--- src/hdl/hsvrgb_pkg.sv ---
// Shared types, constants and divider step functions of the HSV/RGB converter.
package hsvrgb_pkg;

  localparam int unsigned HueSector     = 3840;
  localparam int unsigned HueFull       = 6 * HueSector;
  localparam int unsigned ChanMax       = 255;
  localparam int unsigned FullScale     = ChanMax * HueSector;
  // FullScale split as 256 * CeilDivisor; the low factor is taken off by a shift
  localparam int unsigned CeilShift     = 8;
  localparam int unsigned CeilDivisor   = FullScale / (1 << CeilShift);
  localparam int unsigned DivBits       = 12;
  localparam int unsigned NumWidth      = 20;
  localparam int unsigned ProdWidth     = NumWidth + CeilShift;
  localparam int unsigned DivStages     = 3;
  localparam int unsigned StepsPerStage = DivBits / DivStages;
  localparam int unsigned NumLanes      = 2;

  // Lane roles: hue quotient or q ceiling, saturation or t ceiling
  localparam int unsigned LaneA = 0;
  localparam int unsigned LaneB = 1;

  typedef enum logic {
    FuncHsvToRgb = 1'b0,
    FuncRgbToHsv = 1'b1
  } func_e;

  typedef enum logic [2:0] {
    SecRedYellow    = 3'd0,
    SecYellowGreen  = 3'd1,
    SecGreenCyan    = 3'd2,
    SecCyanBlue     = 3'd3,
    SecBlueMagenta  = 3'd4,
    SecMagentaRed   = 3'd5
  } sector_e;

  typedef enum logic [1:0] {
    SelRed   = 2'd0,
    SelGreen = 2'd1,
    SelBlue  = 2'd2
  } sel_e;

  typedef struct packed {
    func_e       func;
    logic [7:0]  in_red;
    logic [7:0]  in_green;
    logic [7:0]  in_blue;
    logic [14:0] in_hue;
    logic [7:0]  in_sat;
    logic [7:0]  in_val;
  } in_beat_t;

  typedef struct packed {
    logic [7:0]  out_red;
    logic [7:0]  out_green;
    logic [7:0]  out_blue;
    logic [14:0] out_hue;
    logic [7:0]  out_sat;
    logic [7:0]  out_val;
    logic        hue_undefined;
  } out_beat_t;

  typedef struct packed {
    logic [DivBits-1:0] rem;
    logic [DivBits-1:0] bits;
    logic [DivBits-1:0] quo;
    logic [DivBits-1:0] dvs;
  } div_lane_t;

  // Side data that rides along with the divider lanes
  typedef struct packed {
    func_e       func;
    logic [7:0]  red;
    logic [7:0]  green;
    logic [7:0]  blue;
    logic [14:0] hue;
    logic [7:0]  sat;
    logic [7:0]  val;
    logic [7:0]  p;
    sector_e     sector;
    sel_e        sel;
    logic        neg;
    logic        black;
    logic        grey;
  } side_t;

  typedef struct packed {
    side_t                      side;
    div_lane_t [NumLanes-1:0]   lane;
  } mid_t;

  // Load a lane; caller guarantees num < dvs * 2**DivBits
  function automatic div_lane_t lane_init(logic [NumWidth-1:0] num, logic [DivBits-1:0] dvs);
    div_lane_t res;
    res.rem  = DivBits'(num[NumWidth-1:DivBits]);
    res.bits = num[DivBits-1:0];
    res.quo  = '0;
    res.dvs  = dvs;
    return res;
  endfunction

  // Restoring division, StepsPerStage quotient bits
  function automatic div_lane_t div_steps(div_lane_t lane);
    div_lane_t          res;
    logic [DivBits:0]   part;
    res = lane;
    for (int i = 0; i < StepsPerStage; i++) begin
      part     = {res.rem, res.bits[DivBits-1]};
      res.bits = {res.bits[DivBits-2:0], 1'b0};
      if (part >= {1'b0, res.dvs}) begin
        part    = part - {1'b0, res.dvs};
        res.quo = {res.quo[DivBits-2:0], 1'b1};
      end else begin
        res.quo = {res.quo[DivBits-2:0], 1'b0};
      end
      res.rem = part[DivBits-1:0];
    end
    return res;
  endfunction

endpackage

--- src/hdl/hsvrgb_post.sv ---
// Output stage: channel selection, hue assembly and the result register.
module hsvrgb_post (
  input  logic                  clk_i,
  input  logic                  rst_ni,
  input  logic                  valid_i,
  output logic                  ready_o,
  input  hsvrgb_pkg::mid_t      data_i,
  output logic                  valid_o,
  input  logic                  ready_i,
  output hsvrgb_pkg::out_beat_t data_o
);
  import hsvrgb_pkg::*;

  out_beat_t   out_d, out_q;
  logic        vld_q;
  logic [7:0]  v, p, q, t;
  logic [11:0] hq;
  logic [15:0] hsum, hbase;

  always_comb begin
    v = data_i.side.val;
    p = data_i.side.p;
    q = v - data_i.lane[LaneA].quo[7:0];
    t = v - data_i.lane[LaneB].quo[7:0];
    hq = data_i.lane[LaneA].quo;
    case (data_i.side.sel)
      SelRed:   hbase = '0;
      SelGreen: hbase = 16'(2 * HueSector);
      SelBlue:  hbase = 16'(4 * HueSector);
      default:  hbase = '0;
    endcase
    hsum = hbase + (data_i.side.neg ? (16'd0 - 16'(hq)) : 16'(hq));
    // wrap a negative hue back into range
    if (hsum[15]) hsum = hsum + 16'(HueFull);

    out_d.out_val       = v;
    out_d.hue_undefined = 1'b0;
    if (data_i.side.func == FuncRgbToHsv) begin
      out_d.out_red   = data_i.side.red;
      out_d.out_green = data_i.side.green;
      out_d.out_blue  = data_i.side.blue;
      out_d.out_sat   = data_i.lane[LaneB].quo[7:0];
      out_d.out_hue   = hsum[14:0];
      if (data_i.side.black) begin
        out_d.out_sat       = '0;
        out_d.out_hue       = '0;
        out_d.hue_undefined = 1'b1;
      end else if (data_i.side.grey) begin
        out_d.out_hue = '0;
      end
    end else begin
      out_d.out_hue = data_i.side.hue;
      out_d.out_sat = data_i.side.sat;
      case (data_i.side.sector)
        SecRedYellow: begin
          out_d.out_red = v; out_d.out_green = t; out_d.out_blue = p;
        end
        SecYellowGreen: begin
          out_d.out_red = q; out_d.out_green = v; out_d.out_blue = p;
        end
        SecGreenCyan: begin
          out_d.out_red = p; out_d.out_green = v; out_d.out_blue = t;
        end
        SecCyanBlue: begin
          out_d.out_red = p; out_d.out_green = q; out_d.out_blue = v;
        end
        SecBlueMagenta: begin
          out_d.out_red = t; out_d.out_green = p; out_d.out_blue = v;
        end
        SecMagentaRed: begin
          out_d.out_red = v; out_d.out_green = p; out_d.out_blue = q;
        end
        default: begin
          out_d.out_red = v; out_d.out_green = v; out_d.out_blue = v;
        end
      endcase
      // zero saturation: grey
      if (data_i.side.sat == '0) begin
        out_d.out_red   = v;
        out_d.out_green = v;
        out_d.out_blue  = v;
      end
    end
  end

  assign ready_o = !vld_q || ready_i;
  assign valid_o = vld_q;
  assign data_o  = out_q;

  always_ff @(posedge clk_i or negedge rst_ni) begin
    if (!rst_ni) begin
      vld_q <= 1'b0;
    end else if (ready_o) begin
      vld_q <= valid_i;
    end
  end

  always_ff @(posedge clk_i) begin
    if (ready_o && valid_i) out_q <= out_d;
  end

endmodule

--- config.mk ---
export PLATFORM = sky130hd
export DESIGN_NAME = hsvrgb_post
export DESIGN_NICKNAME = d
export VERILOG_FILES = /design/src/hdl/hsvrgb_pkg.sv /design/src/hdl/hsvrgb_post.sv
export SDC_FILE = /design/constraint.sdc
export NUM_CORES = 1
export LEC_CHECK = 0
export BUFFER_PORTS_ARGS = -buffer_cell sky130_fd_sc_hd__buf_2
export CORE_UTILIZATION = 40
export CTS_BUF_LIST = sky130_fd_sc_hd__clkbuf_8
export CTS_CLUSTER_SIZE = 20
export DETAILED_ROUTE_END_ITERATION = 8
export GPL_TIMING_DRIVEN = 1
export PLACE_DENSITY = 0.8
export SETUP_SLACK_MARGIN = 0.15
export SLEW_MARGIN = 40
export SYNTH_ARGS = -nofsm -noshare
export SYNTH_HDL_FRONTEND = slang
export SYNTH_SLANG_ARGS = --single-unit
--- constraint.sdc ---
create_clock -name clk_i -period 2.94 [get_ports clk_i]
set_input_delay 0.294 -clock clk_i [delete_from_list [all_inputs] [get_ports clk_i]]
set_output_delay 0.294 -clock clk_i [all_outputs]
set_load 0.03 [all_outputs]
==> results_dict.tcl <==
set metrics [dict create \
    cts.sinks 57 \
    synth_top_family_by_area "compound AO/OA/AOI/OAI gates" \
    cp.required_ps 3000 \
    synth_top_area_share_pct 35.88 \
    multi_input_comb_area_sq_mm 0.002779 \
    start_kind "input pin" \
    antenna_found_initial 1 \
    detail_route.wl_per_cell_um 16.77 \
    initial_core_util_pct 41.05 \
    regToRegSetupSlack_ps 1200 \
    outcome "complete, no violations" \
    rsz0062_at_grt "yes" \
    detailed_place.area_sq_mm 0.005873 \
    timing.final.crit_share_pct 99.52 \
    drv_cap 0 \
    final.setup.worst_slack_ps 14.13 \
    io-pin-count 230 \
    tightestPinTransition_ps 793.6 \
    hpwlAfterDp_um 10960 \
    cts_tree "built" \
    drt_iter0_markers 434 \
    n_fill_cell 1027 \
    final_net_count 910 \
    critical_path.startpoint "data_i[18]" \
    drv_slew 0 \
    synth_seq_cells 57 \
    first_global_vias 4601 \
    grt_usage_pct 23.89 \
    ir_worst_vdd_uv 252.4 \
    fin_area_sq_mm 0.006146 \
    die_x_um 110.2 \
    clock.fmax_ghz 0.3418 \
    skew_ps 8.884 \
    synth.avg_cell_area_sq_um 8.794 \
    synth_edf_count 56 \
    gp_congestion 0.9562 \
    grt_pass1_wl_um 22050 \
    synthesis.area_sq_mm 0.004687 \
    syn-num-nets 732 \
    die_area_sq_mm 0.01215 \
    synth_fa_ha_area_share_pct 7.688 \
    yosysTopAreaCell "edfxtp_1" \
    slew_headroom_pct 47.09 \
    power_density_mw_per_mm2 426.0 \
    synth_compound_area_share_pct 23.28 \
    async_flop_share_pct 1.754 \
    grt_max_degree 37 \
    first_pass_iters 5 \
    numPortBuffers 153 \
    min_to "valid_o" \
    clock_latency_ps 350 \
    rows 39 \
    cts.clk_slew.worst_paths_ps 60 \
    cts_root_buffer "clkbuf_8" \
    yosysUniqueCellTypes 60 \
    globalRouteOverflowTotal 0 \
    hold_class "input pin to flip-flop" \
    drcViolationCount 0 \
    finalHoldViolCount 0 \
    cts_buffers 9 \
    vias_per_cell 5.670 \
    path_class "input pin to flip-flop" \
    htreeDepth 3 \
    min_path_cells 2 \
    yosys.area_share.simple_pct 17.83 \
    via_count 4876 \
    setup_violations 0 \
    timing.final.crit_period_ps 2926 \
    p_leak_nw 2.733 \
    clk_path_buf_depth 2 \
    cp.arrival_ps 2990 \
    regArea_sq_mm 0.001707 \
    r2r-start "valid_o" \
    die_h_um 110.2 \
    area.growth.synth_to_final_pct 31.13 \
    r2r-end "data_o[51]" \
    post-route-util_pct 53.82 \
    yosys-top-cells-count "inv_1, edfxtp_1, nand2_1" \
    ant_nets 0 \
    synth.area.mux_share_pct 2.563 \
    syn_inst 533 \
    drive_above_1_share_pct 32.68 \
    synth-xor-area-share_pct 5.259 \
    synthMostInstantiatedCell "inv_1" \
    dp_slack_ps -460.9 \
    worstRegToRegCells 3 \
    ys_warn_count 0 \
    critPathCaptureType "flip-flop" \
    coreArea_sq_mm 0.01142 \
    synth-main-ff-cell "edfxtp_1" \
    crit_fanout 6 \
    yosysSeqAreaShare_pct 36.41 \
    synth.area.top_cells "edfxtp_1, ha_1, inv_1" \
    min_from "valid_i" \
    wl_um 14420 \
]
## critical path, stage by stage
cell     delay (ps)
buf_6            90
or4_4           520
or2_4           250
o41ai_4         270
xnor2_2         130
fa_2            410
a21oi_2         200
o21ai_2         130
xnor2_4         270
buf_4           170
xor2_1          150
o22ai_1          90
## state kept, by name, indices dropped and copies added, names as in the netlist
register  cells
data_o       56
valid_o       1
## final cells by class
type / count / share of cell area (%)
Timing Repair Buffer: 194 / 17.87
Clock inverter: 7 / 0.5090
Clock buffer: 9 / 2.015
Inverter: 60 / 3.664
Sequential cell: 57 / 27.77
Tap cell: 143 / 2.911
Multi-Input combinational cell: 389 / 45.22
Antenna cell: 1 / 0.04072
## how the worst max path moves through the flow
stage | slack (ps) | to
after CTS | 40 | data_o[31]
after detailed placement | -460 | data_o[31]
after global routing | -90 | data_o[31]
after global placement | -320 | data_o[31]
final | 10 | data_o[26]
after floorplan | -160 | data_o[31]
## report_power, final
part	switching, mW	internal, mW	total [mW]
Combinational	0.608	0.420	1.03
Sequential	0.0130	0.967	0.980
Clock	0.321	0.290	0.610
## cells by family (layout without fill, tap and decap cells)
group,after synthesis,after routing
AO/OA/AOI/OAI,157,157
AND/OR/NAND/NOR,167,167
adder cells (fa/ha/maj),27,27
other,0,1
multiplexers,12,12
XOR/XNOR,26,26
buffers and inverters,87,270
flip-flops,57,57
## metrics by stage
step	power (mW)	hold WS, ps	cells	TNS, ps
after floorplan	1.633	-1.591	533	-309.1
after global placement	1.924	68.56	840	-1614
after detailed placement	1.958	71.97	840	-2438
after CTS	2.599	155.4	857	0
after global routing	2.757	144.4	860	-220.0
final	2.618	161.6	860	0
## per-layer routing
| layer | vias up | track usage, % | part of all wire (%) |
|---|---|---|---|
| met5 | - | 0 | 0 |
| met4 | 0 | 14.10 | 4.2 |
| met3 | 50 | 5.291 | 8.5 |
| met2 | 249 | 37.49 | 47 |
| met1 | 2243 | 30.04 | 41 |
| li1 | 2334 | - | - |
## cells in the final DEF, fill, tap and decap left out, types with 3 or more instances in the layout
cell / instances
buf_2: 152
inv_1: 62
edfxtp_1: 56
nand2_1: 49
buf_4: 38
a21oi_1: 33
nor2_1: 31
o22ai_1: 23
ha_1: 23
o21ai_0: 20
nor2b_1: 18
nor3_1: 15
xnor2_1: 14
mux2i_1: 12
nand2b_1: 11
a221oi_1: 10
o211ai_1: 9
nand3_1: 9
clkbuf_8: 9
xor2_1: 8
a22oi_1: 7
a211oi_1: 7
o21a_1: 6
o221ai_1: 5
clkinv_2: 4
nor3b_1: 3
o21bai_1: 3
and3_1: 3
nand4b_1: 3
and2_1: 3
or4_1: 3
nand3b_1: 3
xnor2_2: 3
## timing repair
item	CTS	global route
pin swaps	9	7
endpoints found under the setup margin	6	6
hold endpoints to repair	1	0
setup buffers	0	2
hold buffers	1	0
resized for setup	11	6
Power figures use the tool's default switching activity.
