===== config.mk =====
export PLATFORM = sky130hd
export DESIGN_NAME = hsvrgb_prep
export DESIGN_NICKNAME = d
export VERILOG_FILES = /design/src/hdl/hsvrgb_pkg.sv /design/src/hdl/hsvrgb_prep.sv
export SDC_FILE = /design/constraint.sdc
export NUM_CORES = 2
export LEC_CHECK = 0
export ABC_CLOCK_PERIOD_IN_PS = 14100
export BUFFER_PORTS_ARGS = -buffer_cell sky130_fd_sc_hd__buf_4
export CAP_MARGIN = 20
export CORE_ASPECT_RATIO = 1.5
export CORE_MARGIN = 4
export CORE_UTILIZATION = 26
export CTS_BUF_LIST = sky130_fd_sc_hd__clkbuf_16
export CTS_CLUSTER_SIZE = 25
export DETAILED_ROUTE_END_ITERATION = 10
export MAX_ROUTING_LAYER = met4
export PLACE_DENSITY = 0.42
export SLEW_MARGIN = 20
export SYNTH_ARGS = -nofsm -noshare
export SYNTH_HDL_FRONTEND = slang
export SYNTH_SLANG_ARGS = --single-unit

===== constraint.sdc =====
create_clock -name clk_i -period 14.1 [get_ports clk_i]
set_input_delay 2.115 -clock clk_i [delete_from_list [all_inputs] [get_ports clk_i]]
set_output_delay 2.115 -clock clk_i [all_outputs]
set_load 0.05 [all_outputs]

===== src/hdl/hsvrgb_pkg.sv =====
// Shared types, constants and divider step functions of the HSV/RGB converter.
package hsvrgb_pkg;

  localparam int unsigned HueSector     = 3840;
  localparam int unsigned HueFull       = 6 * HueSector;
  localparam int unsigned ChanMax       = 255;
  localparam int unsigned FullScale     = ChanMax * HueSector;
  // FullScale split as 256 * CeilDivisor; the low factor is taken off by a shift
  localparam int unsigned CeilShift     = 8;
  localparam int unsigned CeilDivisor   = FullScale / (1 << CeilShift);
  localparam int unsigned DivBits       = 12;
  localparam int unsigned NumWidth      = 20;
  localparam int unsigned ProdWidth     = NumWidth + CeilShift;
  localparam int unsigned DivStages     = 3;
  localparam int unsigned StepsPerStage = DivBits / DivStages;
  localparam int unsigned NumLanes      = 2;

  // Lane roles: hue quotient or q ceiling, saturation or t ceiling
  localparam int unsigned LaneA = 0;
  localparam int unsigned LaneB = 1;

  typedef enum logic {
    FuncHsvToRgb = 1'b0,
    FuncRgbToHsv = 1'b1
  } func_e;

  typedef enum logic [2:0] {
    SecRedYellow    = 3'd0,
    SecYellowGreen  = 3'd1,
    SecGreenCyan    = 3'd2,
    SecCyanBlue     = 3'd3,
    SecBlueMagenta  = 3'd4,
    SecMagentaRed   = 3'd5
  } sector_e;

  typedef enum logic [1:0] {
    SelRed   = 2'd0,
    SelGreen = 2'd1,
    SelBlue  = 2'd2
  } sel_e;

  typedef struct packed {
    func_e       func;
    logic [7:0]  in_red;
    logic [7:0]  in_green;
    logic [7:0]  in_blue;
    logic [14:0] in_hue;
    logic [7:0]  in_sat;
    logic [7:0]  in_val;
  } in_beat_t;

  typedef struct packed {
    logic [7:0]  out_red;
    logic [7:0]  out_green;
    logic [7:0]  out_blue;
    logic [14:0] out_hue;
    logic [7:0]  out_sat;
    logic [7:0]  out_val;
    logic        hue_undefined;
  } out_beat_t;

  typedef struct packed {
    logic [DivBits-1:0] rem;
    logic [DivBits-1:0] bits;
    logic [DivBits-1:0] quo;
    logic [DivBits-1:0] dvs;
  } div_lane_t;

  // Side data that rides along with the divider lanes
  typedef struct packed {
    func_e       func;
    logic [7:0]  red;
    logic [7:0]  green;
    logic [7:0]  blue;
    logic [14:0] hue;
    logic [7:0]  sat;
    logic [7:0]  val;
    logic [7:0]  p;
    sector_e     sector;
    sel_e        sel;
    logic        neg;
    logic        black;
    logic        grey;
  } side_t;

  typedef struct packed {
    side_t                      side;
    div_lane_t [NumLanes-1:0]   lane;
  } mid_t;

  // Load a lane; caller guarantees num < dvs * 2**DivBits
  function automatic div_lane_t lane_init(logic [NumWidth-1:0] num, logic [DivBits-1:0] dvs);
    div_lane_t res;
    res.rem  = DivBits'(num[NumWidth-1:DivBits]);
    res.bits = num[DivBits-1:0];
    res.quo  = '0;
    res.dvs  = dvs;
    return res;
  endfunction

  // Restoring division, StepsPerStage quotient bits
  function automatic div_lane_t div_steps(div_lane_t lane);
    div_lane_t          res;
    logic [DivBits:0]   part;
    res = lane;
    for (int i = 0; i < StepsPerStage; i++) begin
      part     = {res.rem, res.bits[DivBits-1]};
      res.bits = {res.bits[DivBits-2:0], 1'b0};
      if (part >= {1'b0, res.dvs}) begin
        part    = part - {1'b0, res.dvs};
        res.quo = {res.quo[DivBits-2:0], 1'b1};
      end else begin
        res.quo = {res.quo[DivBits-2:0], 1'b0};
      end
      res.rem = part[DivBits-1:0];
    end
    return res;
  endfunction

endpackage


===== src/hdl/hsvrgb_prep.sv =====
// Front two pipeline stages: sector, extremes, products and divider lane setup.
module hsvrgb_prep (
  input  logic                 clk_i,
  input  logic                 rst_ni,
  input  logic                 valid_i,
  output logic                 ready_o,
  input  hsvrgb_pkg::in_beat_t data_i,
  output logic                 valid_o,
  input  logic                 ready_i,
  output hsvrgb_pkg::mid_t     data_o
);
  import hsvrgb_pkg::*;

  typedef struct packed {
    func_e       func;
    logic [7:0]  red;
    logic [7:0]  green;
    logic [7:0]  blue;
    logic [14:0] hue;
    logic [7:0]  sat;
    logic [7:0]  val;
    sector_e     sector;
    logic [11:0] frac;
    logic [15:0] vs;
    logic [15:0] pnum;
    logic [7:0]  mx;
    logic [7:0]  delta;
    logic [7:0]  dmag;
    sel_e        sel;
    logic        neg;
  } s1_t;

  s1_t  s1_d, s1_q;
  mid_t s2_d, s2_q;
  logic s1_valid_q, s2_valid_q;
  logic s1_ready, s2_ready;

  logic [14:0] hue_w, base;
  logic [7:0]  mn, opa, opb, sat_c;
  logic        red_max, green_max;

  // Stage 1: wrap hue, find sector and fraction, extremes of the channels
  always_comb begin
    hue_w = (data_i.in_hue >= 15'(HueFull)) ? '0 : data_i.in_hue;
    if (hue_w < 15'(HueSector)) begin
      s1_d.sector = SecRedYellow;
      base        = '0;
    end else if (hue_w < 15'(2 * HueSector)) begin
      s1_d.sector = SecYellowGreen;
      base        = 15'(HueSector);
    end else if (hue_w < 15'(3 * HueSector)) begin
      s1_d.sector = SecGreenCyan;
      base        = 15'(2 * HueSector);
    end else if (hue_w < 15'(4 * HueSector)) begin
      s1_d.sector = SecCyanBlue;
      base        = 15'(3 * HueSector);
    end else if (hue_w < 15'(5 * HueSector)) begin
      s1_d.sector = SecBlueMagenta;
      base        = 15'(4 * HueSector);
    end else begin
      s1_d.sector = SecMagentaRed;
      base        = 15'(5 * HueSector);
    end
    s1_d.func  = data_i.func;
    s1_d.red   = data_i.in_red;
    s1_d.green = data_i.in_green;
    s1_d.blue  = data_i.in_blue;
    s1_d.hue   = hue_w;
    s1_d.sat   = data_i.in_sat;
    s1_d.val   = data_i.in_val;
    s1_d.frac  = 12'(hue_w - base);
    sat_c      = 8'(ChanMax) - data_i.in_sat;
    s1_d.vs    = 16'(data_i.in_val) * 16'(data_i.in_sat);
    s1_d.pnum  = 16'(data_i.in_val) * 16'(sat_c);

    red_max   = (data_i.in_red >= data_i.in_green) && (data_i.in_red >= data_i.in_blue);
    green_max = !red_max && (data_i.in_green >= data_i.in_blue);
    if (red_max) begin
      s1_d.sel = SelRed;
      s1_d.mx  = data_i.in_red;
      opa      = data_i.in_green;
      opb      = data_i.in_blue;
    end else if (green_max) begin
      s1_d.sel = SelGreen;
      s1_d.mx  = data_i.in_green;
      opa      = data_i.in_blue;
      opb      = data_i.in_red;
    end else begin
      s1_d.sel = SelBlue;
      s1_d.mx  = data_i.in_blue;
      opa      = data_i.in_red;
      opb      = data_i.in_green;
    end
    if (data_i.in_red <= data_i.in_green) begin
      mn = (data_i.in_red <= data_i.in_blue) ? data_i.in_red : data_i.in_blue;
    end else begin
      mn = (data_i.in_green <= data_i.in_blue) ? data_i.in_green : data_i.in_blue;
    end
    s1_d.delta = s1_d.mx - mn;
    s1_d.neg   = opa < opb;
    s1_d.dmag  = s1_d.neg ? (opb - opa) : (opa - opb);
  end

  logic [ProdWidth-1:0] xq, xt, sq, st;
  logic [11:0]          frac_c;
  logic [NumWidth-1:0]  hnum, snum;
  logic [15:0]          pfix;

  // Stage 2: products and numerators, load the divider lanes
  always_comb begin
    frac_c = 12'(HueSector) - s1_q.frac;
    xq     = ProdWidth'(s1_q.vs) * ProdWidth'(s1_q.frac);
    xt     = ProdWidth'(s1_q.vs) * ProdWidth'(frac_c);
    // ceil(x / FullScale) as floor((x + FullScale - 1) / FullScale)
    sq     = xq + ProdWidth'(FullScale - 1);
    st     = xt + ProdWidth'(FullScale - 1);
    hnum   = NumWidth'(s1_q.dmag) * NumWidth'(HueSector);
    snum   = NumWidth'(s1_q.delta) * NumWidth'(ChanMax);
    // floor(x / 255) as (x + x / 256 + 1) / 256, exact over 0..65025
    pfix   = s1_q.pnum + 16'(s1_q.pnum[15:8]) + 16'd1;

    s2_d.side.func   = s1_q.func;
    s2_d.side.red    = s1_q.red;
    s2_d.side.green  = s1_q.green;
    s2_d.side.blue   = s1_q.blue;
    s2_d.side.hue    = s1_q.hue;
    s2_d.side.sat    = s1_q.sat;
    s2_d.side.p      = pfix[15:8];
    s2_d.side.sector = s1_q.sector;
    s2_d.side.sel    = s1_q.sel;
    s2_d.side.neg    = s1_q.neg;
    s2_d.side.black  = (s1_q.mx == '0);
    s2_d.side.grey   = (s1_q.delta == '0);
    if (s1_q.func == FuncRgbToHsv) begin
      s2_d.side.val     = s1_q.mx;
      s2_d.lane[LaneA]  = lane_init(hnum, DivBits'(s1_q.delta));
      s2_d.lane[LaneB]  = lane_init(snum, DivBits'(s1_q.mx));
    end else begin
      s2_d.side.val     = s1_q.val;
      s2_d.lane[LaneA]  = lane_init(sq[ProdWidth-1:CeilShift], DivBits'(CeilDivisor));
      s2_d.lane[LaneB]  = lane_init(st[ProdWidth-1:CeilShift], DivBits'(CeilDivisor));
    end
  end

  assign s2_ready = !s2_valid_q || ready_i;
  assign s1_ready = !s1_valid_q || s2_ready;
  assign ready_o  = s1_ready;
  assign valid_o  = s2_valid_q;
  assign data_o   = s2_q;

  always_ff @(posedge clk_i or negedge rst_ni) begin
    if (!rst_ni) begin
      s1_valid_q <= 1'b0;
      s2_valid_q <= 1'b0;
    end else begin
      if (s1_ready) s1_valid_q <= valid_i;
      if (s2_ready) s2_valid_q <= s1_valid_q;
    end
  end

  always_ff @(posedge clk_i) begin
    if (s1_ready && valid_i) s1_q <= s1_d;
    if (s2_ready && s1_valid_q) s2_q <= s2_d;
  end

endmodule


==> summary.txt <==
Route
  – DRC: 0
  – Initial DRC count: 639
  – DR WL/cell: 17.9 µm
  – DRT antenna net count: 0
  – Post-Route WL: 84500 µm
  – Drt first pass iters: 7
  – Routed via count: 20400
  – DR vias/cell: 4.33

Floorplan
  – DIE AREA: 0.122 mm²
  – Core footprint: 0.115 mm²
  – IO Count: 230
  – Die Ht: 426 µm
  – Row Count: 152
  – Starting Density: 26.3%
  – Die Wd: 286 µm

Synth
  – Synth Area per Inst: 10.1 µm²
  – Adder-cell share of the synthesized area: 41.1%
  – Main synth FF type: edfxtp_1
  – Post-synth EDFFs: 251
  – Largest area contributor in the netlist: fa_1
  – Top cell type's share of synthesized area: 27.1%
  – Post-Syn Area: 0.0302 mm²
  – Dominant cells by area after synthesis: fa_1, edfxtp_1, ha_1, inv_1, nand2_1
  – Synthesis Warnings: 0
  – Seq/Total Area, Yosys: 25.1%
  – Mux share of post-synthesis cell area: 1.38%
  – Compound-Gate Fraction of Synth Area: 7.16%
  – Ys async rst share: 0.791%
  – Library cells used by synthesis: 77
  – XOR/XNOR Fraction of Synth Area: 3.00%
  – Main combinational cell family by area after synthesis: adder cells
  – Cells after Synth: 2991
  – Simple-gate portion of the synthesized area: 12.9%
  – #FFs+latches synth: 253

Critical path
  – CP peak stage delay: 720 ps
  – Critical path class: register to register
  – Crit path max fanout: 21
  – Flop2flop setup slack: 6820 ps
  – Reg2Reg Capture Point: data_o[91]
  – Reg2reg start: s1_q[92]
  – WP data required: 14540 ps
  – Worst path cell trace: nor4_1 -> nand2b_1 -> nor2_1 -> nand2_1 -> nand2_1 -> xor2_2 -> nand2_1 -> fa_1 -> inv_1 -> fa_1 -> fa_1 -> fa_1 -> inv_1 -> fa_1 -> inv_1 -> ha_1 -> o21a_1 -> o2111ai_1 -> a21oi_1 -> o21ai_1 -> a21oi_2 -> a211oi_1 -> or4_1 -> o31ai_1
  – CP max stage cell: edfxtp_1
  – Startpoint types: register
  – CP Capture Type: register
  – Most used cell, CP: fa_1
  – WP data arrival: 7720 ps
  – R2R depth: 24

STA
  – Setup TNS Final: 0 ps
  – Final number of setup-violating endpoints: 0
  – Max Clk Rate: 0.137 GHz
  – Rel. slew slack: 29.9%
  – Min Tclk post-route: 7280 ps
  – Slew Viols, Final: 0
  – Final hold viol count: 0
  – Worst Tran Pin Value: 1050 ps
  – Final period util: 51.7%
  – RSZ-0062 raised after global routing: false
  – Final Skew: 23.9 ps

Clocking
  – Reg clk slew, reported paths: 70 ps
  – Clk root buf: clkbuf_16
  – Post-CTS setup buffers: 0
  – Htree depth: 1
  – TritonCTS clock tree: yes
  – CTS buffer count: 31
  – Worst-skew pair later-pin latency: 620 ps
  – CTS Sinks: 253
  – CTS resizes: 0
  – Post-CTS Hold Buffers: 0
  – Longest Clk Path Bufs: 3

Layout
  – Synth-to-Final Area Change: 14.0%
  – Fillers: 12100
  – Nets: 3949
  – Fraction of layout instances using a drive strength above 1: 10.2%

Global routing
  – GRT met3 Usage: 1.66%
  – Largest net degree at the start of global routing: 67
  – GRT met2 Usage: 26.6%
  – First-pass GRT wire length: 131000 µm
  – Total grt overflow: 0
  – Vias in the first global route: 22500
  – Global route hottest layer: met2
  – Met1 Resource Use GR: 16.1%
  – Total routing usage reported by global routing: 14.3%
  – Initial antenna violation count: 7

Min path
  – Min-delay worst type: register to register
  – Worst hold path startpoint: s1_q[118]
  – Hold Path Cell Cnt: 0
  – WHS Endpoint: data_o[156]

Placed design
  – Gpl congestion: 0.826
  – Detailed placement HPWL: 66300 µm
  – Port Buf Inserts: 195

Job
  – Max Cap Viol: 0

Outcome
  – Status: completed
stage by stage:
step                      cell area (µm²)  hold slack (ps)  util, %  std cells  setup slack, ps
final                               34400              413     30.0       4712             6820
after global routing                34400              419     30.0       4711             6360
after CTS                           34400              411     30.0       4706             6790
after detailed placement            33400              405     29.1       4649             6800
after global placement              33400              401     29.0       4649             6560
after floorplan                     30300              400        -       3024             7700
worst max-delay path: cells and delay by family (launching register included):
kind	cells	cell delay [ps]
fa+ha+maj	6	2830
simple gates	7	1610
compound gates	7	1090
flops	1	720
xor+xnor	1	700
buf+inv	3	150
logic make-up (layout without fill, tap and decap cells):
logic type | Yosys count | count (layout)
muxes | 40 | 40
AOI/OAI and AO/OA | 337 | 337
DFF | 253 | 253
buffers and inverters | 709 | 851
xor gates and xnor gates | 102 | 102
other | 1 | 40
and+or+nand+nor | 802 | 802
adders and majority gates | 747 | 747
sequential cells by signal, summed over array words and instances (netlist names):
signal,cells
data_o,129
s1_q,122
s1_valid_q,1
valid_o,1
placed cells by master, fill, tap and decap left out, types with 12 or more instances in the layout:
master / synthesis / routed
and2_1: 165 / 163
nor2_1: 84 / 84
nor3_1: 20 / 20
mux2i_1: 31 / 31
clkbuf_16: 0 / 31
xnor2_1: 71 / 69
a21o_1: 59 / 59
o21ai_0: 61 / 61
nand4_1: 12 / 12
fa_1: 409 / 409
conb_1: 1 / 34
inv_1: 561 / 563
nand2b_1: 46 / 46
nor2b_1: 60 / 59
edfxtp_1: 251 / 251
o21a_1: 13 / 13
a21oi_1: 106 / 106
nand2_1: 358 / 358
ha_1: 338 / 338
xor2_1: 30 / 25
nand3_1: 17 / 17
buf_4: 40 / 232
synth_stat cells (5+ instances only):
master,number
inv_1,561
fa_1,409
nand2_1,358
ha_1,338
edfxtp_1,251
and2_1,165
a21oi_1,106
clkbuf_1,94
nor2_1,84
xnor2_1,71
o21ai_0,61
nor2b_1,60
a21o_1,59
nand2b_1,46
buf_4,40
mux2i_1,31
xor2_1,30
nor3_1,20
nand3_1,17
o21a_1,13
nand4_1,12
buf_1,10
o211ai_1,10
o21ai_1,10
a31oi_1,9
a211oi_1,8
and3_1,8
a21boi_0,7
o21bai_1,7
mux2_2,6
o22a_1,6
or2_2,6
or3_1,6
a41oi_1,5
worst max-delay path by stage:
stage,start,end,slack [ps],cells after the start
CTS,s1_q[92],data_o[91],6790,24
global route,s1_q[92],data_o[91],6360,24
finish,s1_q[92],data_o[91],6820,24
floorplan,s1_q[91],data_o[86],7700,24
detailed placement,s1_q[92],data_o[91],6800,24
global placement,s1_q[92],data_o[91],6560,24
area by class of cell:
| class | count | area, µm² | area share, % |
|---|---|---|---|
| multi-input cells | 2062 | 20000 | 58.1 |
| flip-flops and latches | 253 | 7590 | 22.0 |
| inverters | 562 | 2110 | 6.13 |
| well taps | 1540 | 1930 | 5.60 |
| repair buffers | 232 | 1740 | 5.06 |
| clock buffers | 31 | 776 | 2.25 |
| clock inverters | 26 | 265 | 0.770 |
| diodes | 6 | 15.0 | 0.0436 |
layer usage:
| layer | vias to the layer above | part of all wire (%) | wire, µm |
|---|---|---|---|
| li1 | 9767 | - | - |
| met1 | 10200 | 40 | 34100 |
| met2 | 325 | 53 | 45100 |
| met3 | 89 | 3.4 | 2880 |
| met4 | 0 | 2.9 | 2480 |
| met5 | - | 0 | 0 |
Power is not shown: default switching activity piles up to over one toggle a cycle in this logic, so the estimate is an artifact.
